## config.mk

```make
export PLATFORM = sky130hd
export DESIGN_NAME = tiny_8bit_cpu_step
export DESIGN_NICKNAME = d
export VERILOG_FILES = /design/src/sv/t8cpu_pkg.sv /design/src/sv/t8cpu_in_stage.sv /design/src/sv/t8cpu_core.sv /design/src/sv/tiny_8bit_cpu_step.sv
export SDC_FILE = /design/constraint.sdc
export NUM_CORES = 1
export LEC_CHECK = 0
export BUFFER_PORTS_ARGS = -buffer_cell sky130_fd_sc_hd__buf_2
export CORE_UTILIZATION = 60
export CTS_CLUSTER_SIZE = 8
export DETAILED_ROUTE_END_ITERATION = 10
export PLACE_DENSITY = 0.78
export SYNTH_ARGS = -nofsm -noshare
export SYNTH_HDL_FRONTEND = slang
export SYNTH_HIERARCHICAL = 1
export SYNTH_SLANG_ARGS = --single-unit
```

## constraint.sdc

```tcl
create_clock -name i_clk -period 13.2 [get_ports i_clk]
set_clock_uncertainty 0.2 [all_clocks]
set_input_delay 0 -clock i_clk [delete_from_list [all_inputs] [get_ports i_clk]]
set_output_delay 0 -clock i_clk [all_outputs]
set_load 0.1 [all_outputs]
```

## src/sv/t8cpu_pkg.sv

```systemverilog
// ----------------------------------------------------------------------------
// t8cpu_pkg
// Types and constants shared by the toy 8-bit CPU step block: the opcode set,
// the item mode codes, the incoming item and the reported machine state.
// ----------------------------------------------------------------------------
package t8cpu_pkg;

    // Item mode carried in the input tuser bit.
    localparam logic MODE_LOAD = 1'b0;
    localparam logic MODE_EXEC = 1'b1;

    // Widths of the machine.
    localparam int unsigned DATA_W  = 8;
    localparam int unsigned ADDR_W  = 4;
    localparam int unsigned MEM_D   = 16;
    localparam int unsigned NREG    = 4;
    localparam int unsigned RSEL_W  = 2;
    localparam int unsigned IN_TDATA_W  = 16;
    localparam int unsigned OUT_TDATA_W = 40;

    // Instruction opcodes held in the upper nibble of an instruction byte.
    typedef enum logic [3:0] {
        OP_INC = 4'h0,
        OP_DEC = 4'h1,
        OP_ADD = 4'h2,
        OP_SUB = 4'h3,
        OP_LD0 = 4'h4,
        OP_LD1 = 4'h5,
        OP_LD2 = 4'h6,
        OP_LD3 = 4'h7,
        OP_ST0 = 4'h8,
        OP_ST1 = 4'h9,
        OP_ST2 = 4'hA,
        OP_ST3 = 4'hB,
        OP_JMP = 4'hC,
        OP_JZ  = 4'hD,
        OP_JC  = 4'hE,
        OP_HLT = 4'hF
    } t_opcode;

    // One input item as held in the input register.
    typedef struct packed {
        logic              mode;
        logic [ADDR_W-1:0] load_addr;
        logic [DATA_W-1:0] load_data;
    } t_in_item;

    // Machine state reported after each item.
    typedef struct packed {
        logic              halted;
        logic              carry_flag;
        logic              zero_flag;
        logic [DATA_W-1:0] reg_d;
        logic [DATA_W-1:0] reg_c;
        logic [DATA_W-1:0] reg_b;
        logic [DATA_W-1:0] reg_a;
        logic [ADDR_W-1:0] pc_value;
    } t_result;

endpackage

```

## src/sv/t8cpu_in_stage.sv

```systemverilog
// ----------------------------------------------------------------------------
// t8cpu_in_stage
// Input register: holds one accepted beat until the core consumes it, and
// accepts a new beat in the same cycle the held one is taken.
// ----------------------------------------------------------------------------
module t8cpu_in_stage
    import t8cpu_pkg::*;
(
    input  logic     i_clk,
    input  logic     i_rst_n,
    input  logic     i_valid,
    output logic     o_ready,
    input  t_in_item i_item,
    output logic     o_valid,
    output t_in_item o_item,
    input  logic     i_take
);

    logic     r_valid;
    logic     n_valid;
    t_in_item r_item;

    // Free when empty, or when the held beat leaves this cycle.
    assign o_ready = !r_valid || i_take;

    always_comb begin
        if (i_valid && o_ready) begin
            n_valid = 1'b1;
        end else if (i_take) begin
            n_valid = 1'b0;
        end else begin
            n_valid = r_valid;
        end
    end

    always_ff @(posedge i_clk) begin
        if (!i_rst_n) begin
            r_valid <= 1'b0;
        end else begin
            r_valid <= n_valid;
        end
    end

    // Payload needs no reset.
    always_ff @(posedge i_clk) begin
        if (i_valid && o_ready) begin
            r_item <= i_item;
        end
    end

    assign o_valid = r_valid;
    assign o_item  = r_item;

endmodule

```

## src/sv/t8cpu_core.sv

```systemverilog
// ----------------------------------------------------------------------------
// t8cpu_core
// Machine state and the combinational fetch, decode and execute of one item.
// The state after the item is presented combinationally for the result
// register and committed on the same edge.
// ----------------------------------------------------------------------------
module t8cpu_core
    import t8cpu_pkg::*;
(
    input  logic     i_clk,
    input  logic     i_rst_n,
    input  logic     i_go,
    input  t_in_item i_item,
    output t_result  o_res
);

    logic [DATA_W-1:0] r_mem  [MEM_D];
    logic [DATA_W-1:0] r_regs [NREG];
    logic [DATA_W-1:0] n_regs [NREG];
    logic [ADDR_W-1:0] r_pc;
    logic [ADDR_W-1:0] n_pc;
    logic              r_zero;
    logic              n_zero;
    logic              r_carry;
    logic              n_carry;
    logic              r_halt;
    logic              n_halt;

    logic [DATA_W-1:0] ins;
    t_opcode           opc;
    logic [ADDR_W-1:0] addr;
    logic [RSEL_W-1:0] r1;
    logic [RSEL_W-1:0] r2;
    logic [DATA_W-1:0] opa;
    logic [DATA_W-1:0] opb;
    logic [DATA_W:0]   alu;
    logic              mem_we;
    logic [ADDR_W-1:0] mem_wa;
    logic [DATA_W-1:0] mem_wd;
    logic              exec;

    // Fetch and decode at the current program counter.
    assign ins  = r_mem[r_pc];
    assign opc  = t_opcode'(ins[7:4]);
    assign addr = ins[3:0];
    assign r1   = ins[3:2];
    assign r2   = ins[1:0];
    assign opb  = r_regs[r2];
    assign opa  = r_regs[r1];
    assign exec = i_go && (i_item.mode == MODE_EXEC) && !r_halt;

    // Shared 9-bit adder; bit 8 is the carry out or the borrow.
    always_comb begin
        case (opc)
            OP_INC:  alu = {1'b0, opa} + {1'b0, 8'd1};
            OP_DEC:  alu = {1'b0, opa} - {1'b0, 8'd1};
            OP_ADD:  alu = {1'b0, opa} + {1'b0, opb};
            OP_SUB:  alu = {1'b0, opa} - {1'b0, opb};
            default: alu = {1'b0, opa};
        endcase
    end

    // Next machine state.
    always_comb begin
        for (int i = 0; i < NREG; i++) begin
            n_regs[i] = r_regs[i];
        end
        n_pc    = r_pc;
        n_zero  = r_zero;
        n_carry = r_carry;
        n_halt  = r_halt;
        mem_we  = 1'b0;
        mem_wa  = i_item.load_addr;
        mem_wd  = i_item.load_data;
        if (i_go && (i_item.mode == MODE_LOAD)) begin
            mem_we = 1'b1;
        end else if (exec) begin
            n_pc = r_pc + 4'd1;
            case (opc)
                OP_INC, OP_DEC, OP_ADD, OP_SUB: begin
                    n_regs[r1] = alu[DATA_W-1:0];
                    n_zero     = (alu[DATA_W-1:0] == '0);
                    n_carry    = alu[DATA_W];
                end
                OP_LD0, OP_LD1, OP_LD2, OP_LD3: begin
                    n_regs[ins[5:4]] = r_mem[addr];
                end
                OP_ST0, OP_ST1, OP_ST2, OP_ST3: begin
                    mem_we = 1'b1;
                    mem_wa = addr;
                    mem_wd = r_regs[ins[5:4]];
                end
                OP_JMP: begin
                    n_pc = addr;
                end
                OP_JZ: begin
                    if (r_zero) begin
                        n_pc = addr;
                    end
                end
                OP_JC: begin
                    if (r_carry) begin
                        n_pc = addr;
                    end
                end
                OP_HLT: begin
                    n_halt = 1'b1;
                end
                default: begin
                    n_halt = r_halt;
                end
            endcase
        end
    end

    // Architectural state registers.
    always_ff @(posedge i_clk) begin
        if (!i_rst_n) begin
            r_pc    <= '0;
            r_zero  <= 1'b0;
            r_carry <= 1'b0;
            r_halt  <= 1'b0;
            for (int i = 0; i < NREG; i++) begin
                r_regs[i] <= '0;
            end
        end else begin
            r_pc    <= n_pc;
            r_zero  <= n_zero;
            r_carry <= n_carry;
            r_halt  <= n_halt;
            for (int i = 0; i < NREG; i++) begin
                r_regs[i] <= n_regs[i];
            end
        end
    end

    // Sixteen-byte memory, cleared by reset.
    always_ff @(posedge i_clk) begin
        if (!i_rst_n) begin
            for (int i = 0; i < MEM_D; i++) begin
                r_mem[i] <= '0;
            end
        end else if (mem_we) begin
            r_mem[mem_wa] <= mem_wd;
        end
    end

    // Report the state as it stands after this item.
    always_comb begin
        o_res.pc_value   = n_pc;
        o_res.reg_a      = n_regs[0];
        o_res.reg_b      = n_regs[1];
        o_res.reg_c      = n_regs[2];
        o_res.reg_d      = n_regs[3];
        o_res.zero_flag  = n_zero;
        o_res.carry_flag = n_carry;
        o_res.halted     = n_halt;
    end

    // Only reset may clear the halt.
    a_halt_sticky: assert property (@(posedge i_clk) disable iff (!i_rst_n)
        r_halt |=> r_halt)
        else $error("halt bit cleared without reset");

    // A memory load leaves the program counter and flags alone.
    a_load_keeps_pc: assert property (@(posedge i_clk) disable iff (!i_rst_n)
        (i_go && (i_item.mode == MODE_LOAD)) |=>
            ($stable(r_pc) && $stable(r_zero) && $stable(r_carry)))
        else $error("load item changed pc or flags");

    // A halted machine does not move its program counter.
    a_halted_frozen: assert property (@(posedge i_clk) disable iff (!i_rst_n)
        (r_halt && i_go) |=> $stable(r_pc))
        else $error("pc moved while halted");

    // The state only changes when an item is consumed.
    a_idle_stable: assert property (@(posedge i_clk) disable iff (!i_rst_n)
        !i_go |=> ($stable(r_pc) && $stable(r_halt) && $stable(r_zero)))
        else $error("state changed without an item");

endmodule

```

## src/sv/tiny_8bit_cpu_step.sv

```systemverilog
// ----------------------------------------------------------------------------
// tiny_8bit_cpu_step
// Toy 8-bit CPU stepped one beat at a time: each input beat either writes
// one memory byte or executes one instruction, and each yields one result
// beat with the registers, flags, program counter and halt bit.
//
//  Channel  | Direction | Content
//  ---------+-----------+----------------------------------------------------
//  s (in)   | input     | tuser: mode; tdata: load_addr, load_data
//  m (out)  | output    | tdata: pc, reg_a..reg_d, zero, carry, halted
//
// One beat per cycle is sustained while the output is ready: an input register
// feeds a combinational fetch, decode and execute over a flip-flop register
// file and memory, and the result lands in an output register. Reset
// (synchronous, active low) clears the register file, memory, flags, pc, halt
// bit and both valid bits; the held beat and result payload are not reset. A
// stalled output holds the core; the input register still takes one beat
// while waiting.
// ----------------------------------------------------------------------------
module tiny_8bit_cpu_step
    import t8cpu_pkg::*;
(
    input  logic                   i_clk,
    input  logic                   i_rst_n,
    input  logic                   s_axis_tvalid,
    output logic                   s_axis_tready,
    // [0] mode
    input  logic                   s_axis_tuser,
    // [3:0] load_addr, [11:4] load_data, [15:12] zero
    input  logic [IN_TDATA_W-1:0]  s_axis_tdata,
    output logic                   m_axis_tvalid,
    input  logic                   m_axis_tready,
    // [3:0] pc_value, [11:4] reg_a, [19:12] reg_b, [27:20] reg_c,
    // [35:28] reg_d, [36] zero_flag, [37] carry_flag, [38] halted, [39] zero
    output logic [OUT_TDATA_W-1:0] m_axis_tdata
);

    t_in_item in_item;
    t_in_item held_item;
    logic     held_valid;
    logic     take;
    t_result  res;
    t_result  r_res;
    logic     r_out_valid;

    assign in_item.mode      = s_axis_tuser;
    assign in_item.load_addr = s_axis_tdata[3:0];
    assign in_item.load_data = s_axis_tdata[11:4];

    // Input register.
    t8cpu_in_stage u_in (
        .i_clk   (i_clk),
        .i_rst_n (i_rst_n),
        .i_valid (s_axis_tvalid),
        .o_ready (s_axis_tready),
        .i_item  (in_item),
        .o_valid (held_valid),
        .o_item  (held_item),
        .i_take  (take)
    );

    // The core steps when a beat is held and the result register can take its beat.
    assign take = held_valid && (!r_out_valid || m_axis_tready);

    t8cpu_core u_core (
        .i_clk   (i_clk),
        .i_rst_n (i_rst_n),
        .i_go    (take),
        .i_item  (held_item),
        .o_res   (res)
    );

    // Result register.
    always_ff @(posedge i_clk) begin
        if (!i_rst_n) begin
            r_out_valid <= 1'b0;
        end else if (take) begin
            r_out_valid <= 1'b1;
        end else if (m_axis_tready) begin
            r_out_valid <= 1'b0;
        end
    end

    always_ff @(posedge i_clk) begin
        if (take) begin
            r_res <= res;
        end
    end

    assign m_axis_tvalid = r_out_valid;
    assign m_axis_tdata  = {1'b0, r_res};

endmodule

```

## Word level (Yosys, flattened, before mapping)

Memories as Yosys holds them, arrays and structs flattened. A register that Yosys moved wholly into a read port is not among the register bits.
Index checks and enable logic that the tools add are counted.

| storage, ports and cells | value |
|---|---|
| register bits after elaboration | 61 |
| memory bits (writable) | 160 |
| output and inout bits | 42 |
| logic and storage cells | 120 |
| memories | 2 |

Memories:

| memory | depth | width | read ports | clocked after Yosys merged registers in | write ports | RTL line | RTL |
|---|---|---|---|---|---|---|---|
| u_core.r_mem | 16 | 8 | 2 | 1 | 16 | t8cpu_core.sv:17 | `logic [DATA_W-1:0] r_mem [MEM_D];` |
| u_core.r_regs | 4 | 8 | 7 | 0 | 4 | t8cpu_core.sv:18 | `logic [DATA_W-1:0] r_regs [NREG];` |

| cells by class | value |
|---|---|
| add/subtract/negate cells | 5 |
| order comparisons | 4 |
| eq/ne operators | 15 |
| muxes and demuxes | 50 |
| bitwise operators | 7 |
| reduce and logical (&&, ||, !) cells | 20 |

Operators by type and width:

| cell | count |
|---|---|
| $mux W8 | 10 |
| $bwmux W32 | 2 |
| $mux W32 | 2 |
| $pmux W32 S2 | 1 |
| $mux W4 | 9 |
| $pmux W9 S4 | 1 |
| $demux W8 S2 | 2 |
| $eq A4 B4 Y1 const B | 8 |
| $mux W1 | 22 |
| $eq A4 B3 Y1 const B | 4 |
| $pmux W4 S3 | 1 |
| $reduce_or A4 Y1 | 3 |
| $add A8 B1 Y9 const B | 1 |
| $add A8 B8 Y9 | 1 |
| $sub A8 B1 Y9 const B | 1 |
| $sub A8 B8 Y9 | 1 |
| $eq A4 B2 Y1 const B | 2 |
| $logic_not A8 Y1 | 1 |
| $reduce_or A8 Y1 | 1 |
| $logic_and A1 B1 Y1 | 7 |
| $ge A3 B3 Y1 const B | 2 |
| $lt A3 B1 Y1 const B | 2 |
| $not A2 Y3 | 2 |
| $add A4 B1 Y4 const B | 1 |
| other kinds (7) | 14 |

## Depth between registers and ports, before layout

| depth | value |
|---|---|
| depth after elaboration | 12 |
| gate-level depth with buffers | 24 |
| mapped depth without buffers | 21 |

## Hierarchy

The synthesis kept the hierarchy.

Modules (own cells, without submodules):

| module | times used | cells each | area an instance (um2) | seq. area each (um2) |
|---|---|---|---|---|
| t8cpu_core | 1 | 902 | 10283.6 | 4624.4 |
| tiny_8bit_cpu_step | 1 | 45 | 1229.9 | 1191.1 |
| t8cpu_in_stage | 1 | 18 | 447.9 | 410.4 |

## Least setup slack after synthesis

No wires, ideal clock.

| timing | value |
|---|---|
| path type | reg2reg |
| start point | register r_out_valid (netlist: m_axis_tvalid) |
| end point | memory u_core.r_mem[2][0], enable pin |
| arrival time | 4.907 ns |
| slack | 7.764 ns |
| stages on the path, launching flop included | 12 |
| clock period less this slack | 5.436 ns |
| cells stage by stage | dfxtp_1 nor2b_4 nor2b_1 nand2_1 or2_2 clkbuf_1 nor3b_2 mux2i_1 nand4b_1 a21oi_1 nand2_1 nand2_1 |

RTL lines:

| item | RTL line | RTL |
|---|---|---|
| from (decl) | tiny_8bit_cpu_step.sv:44 | `logic r_out_valid;` |
| from (signal assigned) | tiny_8bit_cpu_step.sv:76 | `r_out_valid <= 1'b0;` |
| from (signal assigned) | tiny_8bit_cpu_step.sv:78 | `r_out_valid <= 1'b1;` |
| from (signal assigned) | tiny_8bit_cpu_step.sv:80 | `r_out_valid <= 1'b0;` |
| to (decl) | t8cpu_core.sv:17 |  |

==> results.sh <==
export IMPL_outcome="finished clean"
export IMPL_drt_initial_drc_count=1328
export IMPL_finalSetupViolations=0
export IMPL_ys_ff_latch=221
export IMPL_io_buffers=57
export IMPL_slew_headroom_pct=36.0
export IMPL_io_pins=63
export IMPL_worstReg2RegEnd="m_axis_tdata[27]$_DFFE_PP_"
export IMPL_reg2reg_depth=21
export IMPL_maxCapViolCount=0
export IMPL_r2r_start="u_core/r_pc[1]$_SDFF_PN0_"
export IMPL_wl_um=34500
export IMPL_power_density_mw_per_mm2=133
export IMPL_rsz0062_at_grt="false"
export IMPL_via_per_inst=6.73
export IMPL_mostFrequentLayoutCell="edfxtp_1"
export IMPL_avgSynthCellArea_sq_um=12.4
export IMPL_hold_class="input port to flop"
export IMPL_start_kind="flop"
export IMPL_startpoint="u_core/r_pc[1]$_SDFF_PN0_"
export IMPL_async_flop_share_pct=0
export IMPL_syn_num_nets=998
export IMPL_die_w_um=143
export IMPL_synth_cell_types=68
export IMPL_final_cell_area_sq_mm=0.0136
export IMPL_num_antenna_cells=0
export IMPL_start_util_pct=61.3
export IMPL_arrival_ns=6.28
export IMPL_layout_min_cycle_time_ns=6.17
export IMPL_grt_overflow_total=0
export IMPL_fmax_ghz=0.162
export IMPL_critPathCaptureType="flop"
export IMPL_htree_levels=1
export IMPL_setup_slack_ns=7.03
export IMPL_finalMaxSlewViolations=0
export IMPL_antenna_found_initial=1
export IMPL_cp_max_fo=36
export IMPL_layout_nets=1078
export IMPL_syn_inst=965
export IMPL_ant_nets=0
export IMPL_clock_path_buffers=3
export IMPL_clkTransAtPathRegs_ns=0.06
export IMPL_std_cell_rows=51
export IMPL_grt_max_degree=52
export IMPL_grt_pass1_wl_um=51300
export IMPL_core_sq_mm=0.0195
export IMPL_clk_latency_ns=0.58
export IMPL_yosys_warnings=6
export IMPL_endpoint="m_axis_tdata[27]$_DFFE_PP_"
export IMPL_leakage_nw=4.87
export IMPL_dpl_cell_area_sq_mm=0.0124
export IMPL_place_ws_ns=7.14
export IMPL_area_growth_pct=13.7
export IMPL_grt_pass1_vias=8789
export IMPL_cts_hold_buffers=31
export IMPL_tns_ns=0
export IMPL_tightest_slew_ns=0.956
export IMPL_hpwl_um=21100
export IMPL_synth_area_sq_mm=0.0120
export IMPL_place_gp_congestion=0.971
export IMPL_vias=8991
export IMPL_drtPass1Iterations=6
export IMPL_synth_ff_type="edfxtp_1"
export IMPL_synth_edff_count=180
export IMPL_cp_required_ns=13.31
export IMPL_cts_resized=0
export IMPL_cts_sinks=221
export IMPL_drcViolationCount=0
export IMPL_cts_setup_buffers=0
export IMPL_grtUsageTotal_pct=34.8
export IMPL_cts_buffers=31
export IMPL_finalHoldViolations=0
export IMPL_yosysSeqAreaShare_pct=52.1
export IMPL_peakVddDrop_mv=0.139
export IMPL_final_cell_mix="180 x edfxtp_1, 174 x nor2_1, 87 x mux4_2, 77 x nand2_1, 57 x buf_2"
export IMPL_r2r_setup_slack_ns=7.03
export IMPL_routedWlPerCell_um=25.8
export IMPL_drive_gt1_share_pct=21.7
export IMPL_fin_crit_sh_pct=46.8
export IMPL_nFillCells=1354
export IMPL_cts_tree="done"
export IMPL_clock_root_buffer="clkbuf_16"
export IMPL_die_y_um=143
export IMPL_die_area_sq_mm=0.0205
export IMPL_p_total_w=0.00181
export IMPL_crit_type="flop to flop"
[how the worst min path moves through the flow]
| stage | depth (start not counted) | start | end |
|---|---|---|---|
| after global routing | 3 | s_axis_tvalid | u_in/o_item[9]$_DFFE_PP_ |
| after global placement | 1 | s_axis_tdata[6] | u_in/o_item[2]$_DFFE_PP_ |
| after CTS | 3 | s_axis_tvalid | u_in/o_item[4]$_DFFE_PP_ |
| after detailed placement | 1 | s_axis_tdata[3] | u_in/o_item[11]$_DFFE_PP_ |
| final | 3 | s_axis_tvalid | u_in/o_item[9]$_DFFE_PP_ |
| after floorplan | 0 | s_axis_tdata[4] | u_in/o_item[0]$_DFFE_PP_ |
[where the power goes]
part           switching [W]  internal (W)
Clock               0.000304      0.000440
Sequential         0.0000140      0.000780
Combinational       0.000187     0.0000833
Total               0.000505       0.00130
[flip-flops by register name, indices dropped and copies added, names as in the netlist]
signal / cells
u_core/r_carry: 1
m_axis_tdata: 39
u_core/r_halt: 1
u_core/r_regs: 32
u_in/o_item: 13
u_core/r_zero: 1
u_core/r_pc: 4
m_axis_tvalid: 1
u_in/o_valid: 1
u_core/r_mem: 128
[synth_stat cells (17+ instances only)]
master    number  share of area, %
nor2_1       174               5.5
mux2i_1       33               2.8
nand2_1       77               2.4
clkbuf_1      23              0.72
dfxtp_1       41               6.9
and2_1        31               1.6
nand3_1       17              0.71
edfxtp_1     180                45
o21ai_0       31               1.3
a22oi_1       22               1.4
a21oi_1       36               1.5
mux4_2        87                16
[final cells by class]
class	instances	area, sq um	share of cell area, %
flip-flops and latches	221	6230	45.8
multi-input cells	668	5350	39.3
clock buffers	56	870	6.39
repair buffers	107	738	5.43
well taps	265	332	2.44
inverters	16	60.1	0.442
clock inverters	2	25.0	0.184
[kinds of logic after synthesis]
family          count (synthesis)  share of synthesized area [%]
simple gates                  359                           13.7
flops                         221                           52.1
compound gates                155                           8.66
mux                           133                           20.4
buf+inv                        76                           3.28
fa+ha+maj                      12                           1.32
xor+xnor                        8                          0.586
other cells                     1                         0.0314
[routing by layer]
| metal | share of wire (%) | track usage, % | up-vias | wire, um |
|---|---|---|---|---|
| li1 | - | - | 3823 | - |
| met1 | 35 | 43.5 | 4302 | 11900 |
| met2 | 48 | 56.3 | 707 | 16400 |
| met3 | 12 | 8.28 | 157 | 4030 |
| met4 | 6.0 | 18.6 | 2 | 2080 |
| met5 | 0.035 | 0 | - | 12 |
[through the flow]
stage | std cells | utilization, % | hold slack, ns
final | 1335 | 69.7 | 0.298
after global routing | 1335 | 69.7 | 0.298
after CTS | 1335 | 69.7 | 0.246
after detailed placement | 1246 | 63.5 | -0.0216
after global placement | 1246 | 63.5 | -0.0220
after floorplan | 965 | - | -0.101
[worst max-delay path, stage by stage, from the launching register on]
cell	delay, ns
dfxtp_1	0.31
buf_4	0.46
mux4_2	0.63
a22oi_4	0.40
nand2_4	0.22
mux4_2	0.50
inv_1	0.10
ha_1	0.19
inv_1	0.09
nor2_1	0.12
o21ai_0	0.11
o22ai_1	0.30
mux2_2	0.37
nand2b_1	0.14
a21oi_1	0.20
ha_1	0.24
or3_1	0.12
o21ai_0	0.07
a21oi_1	0.33
xor2_1	0.20
a222oi_1	0.52
inv_1	0.07
Power figures use the tool's default switching activity.
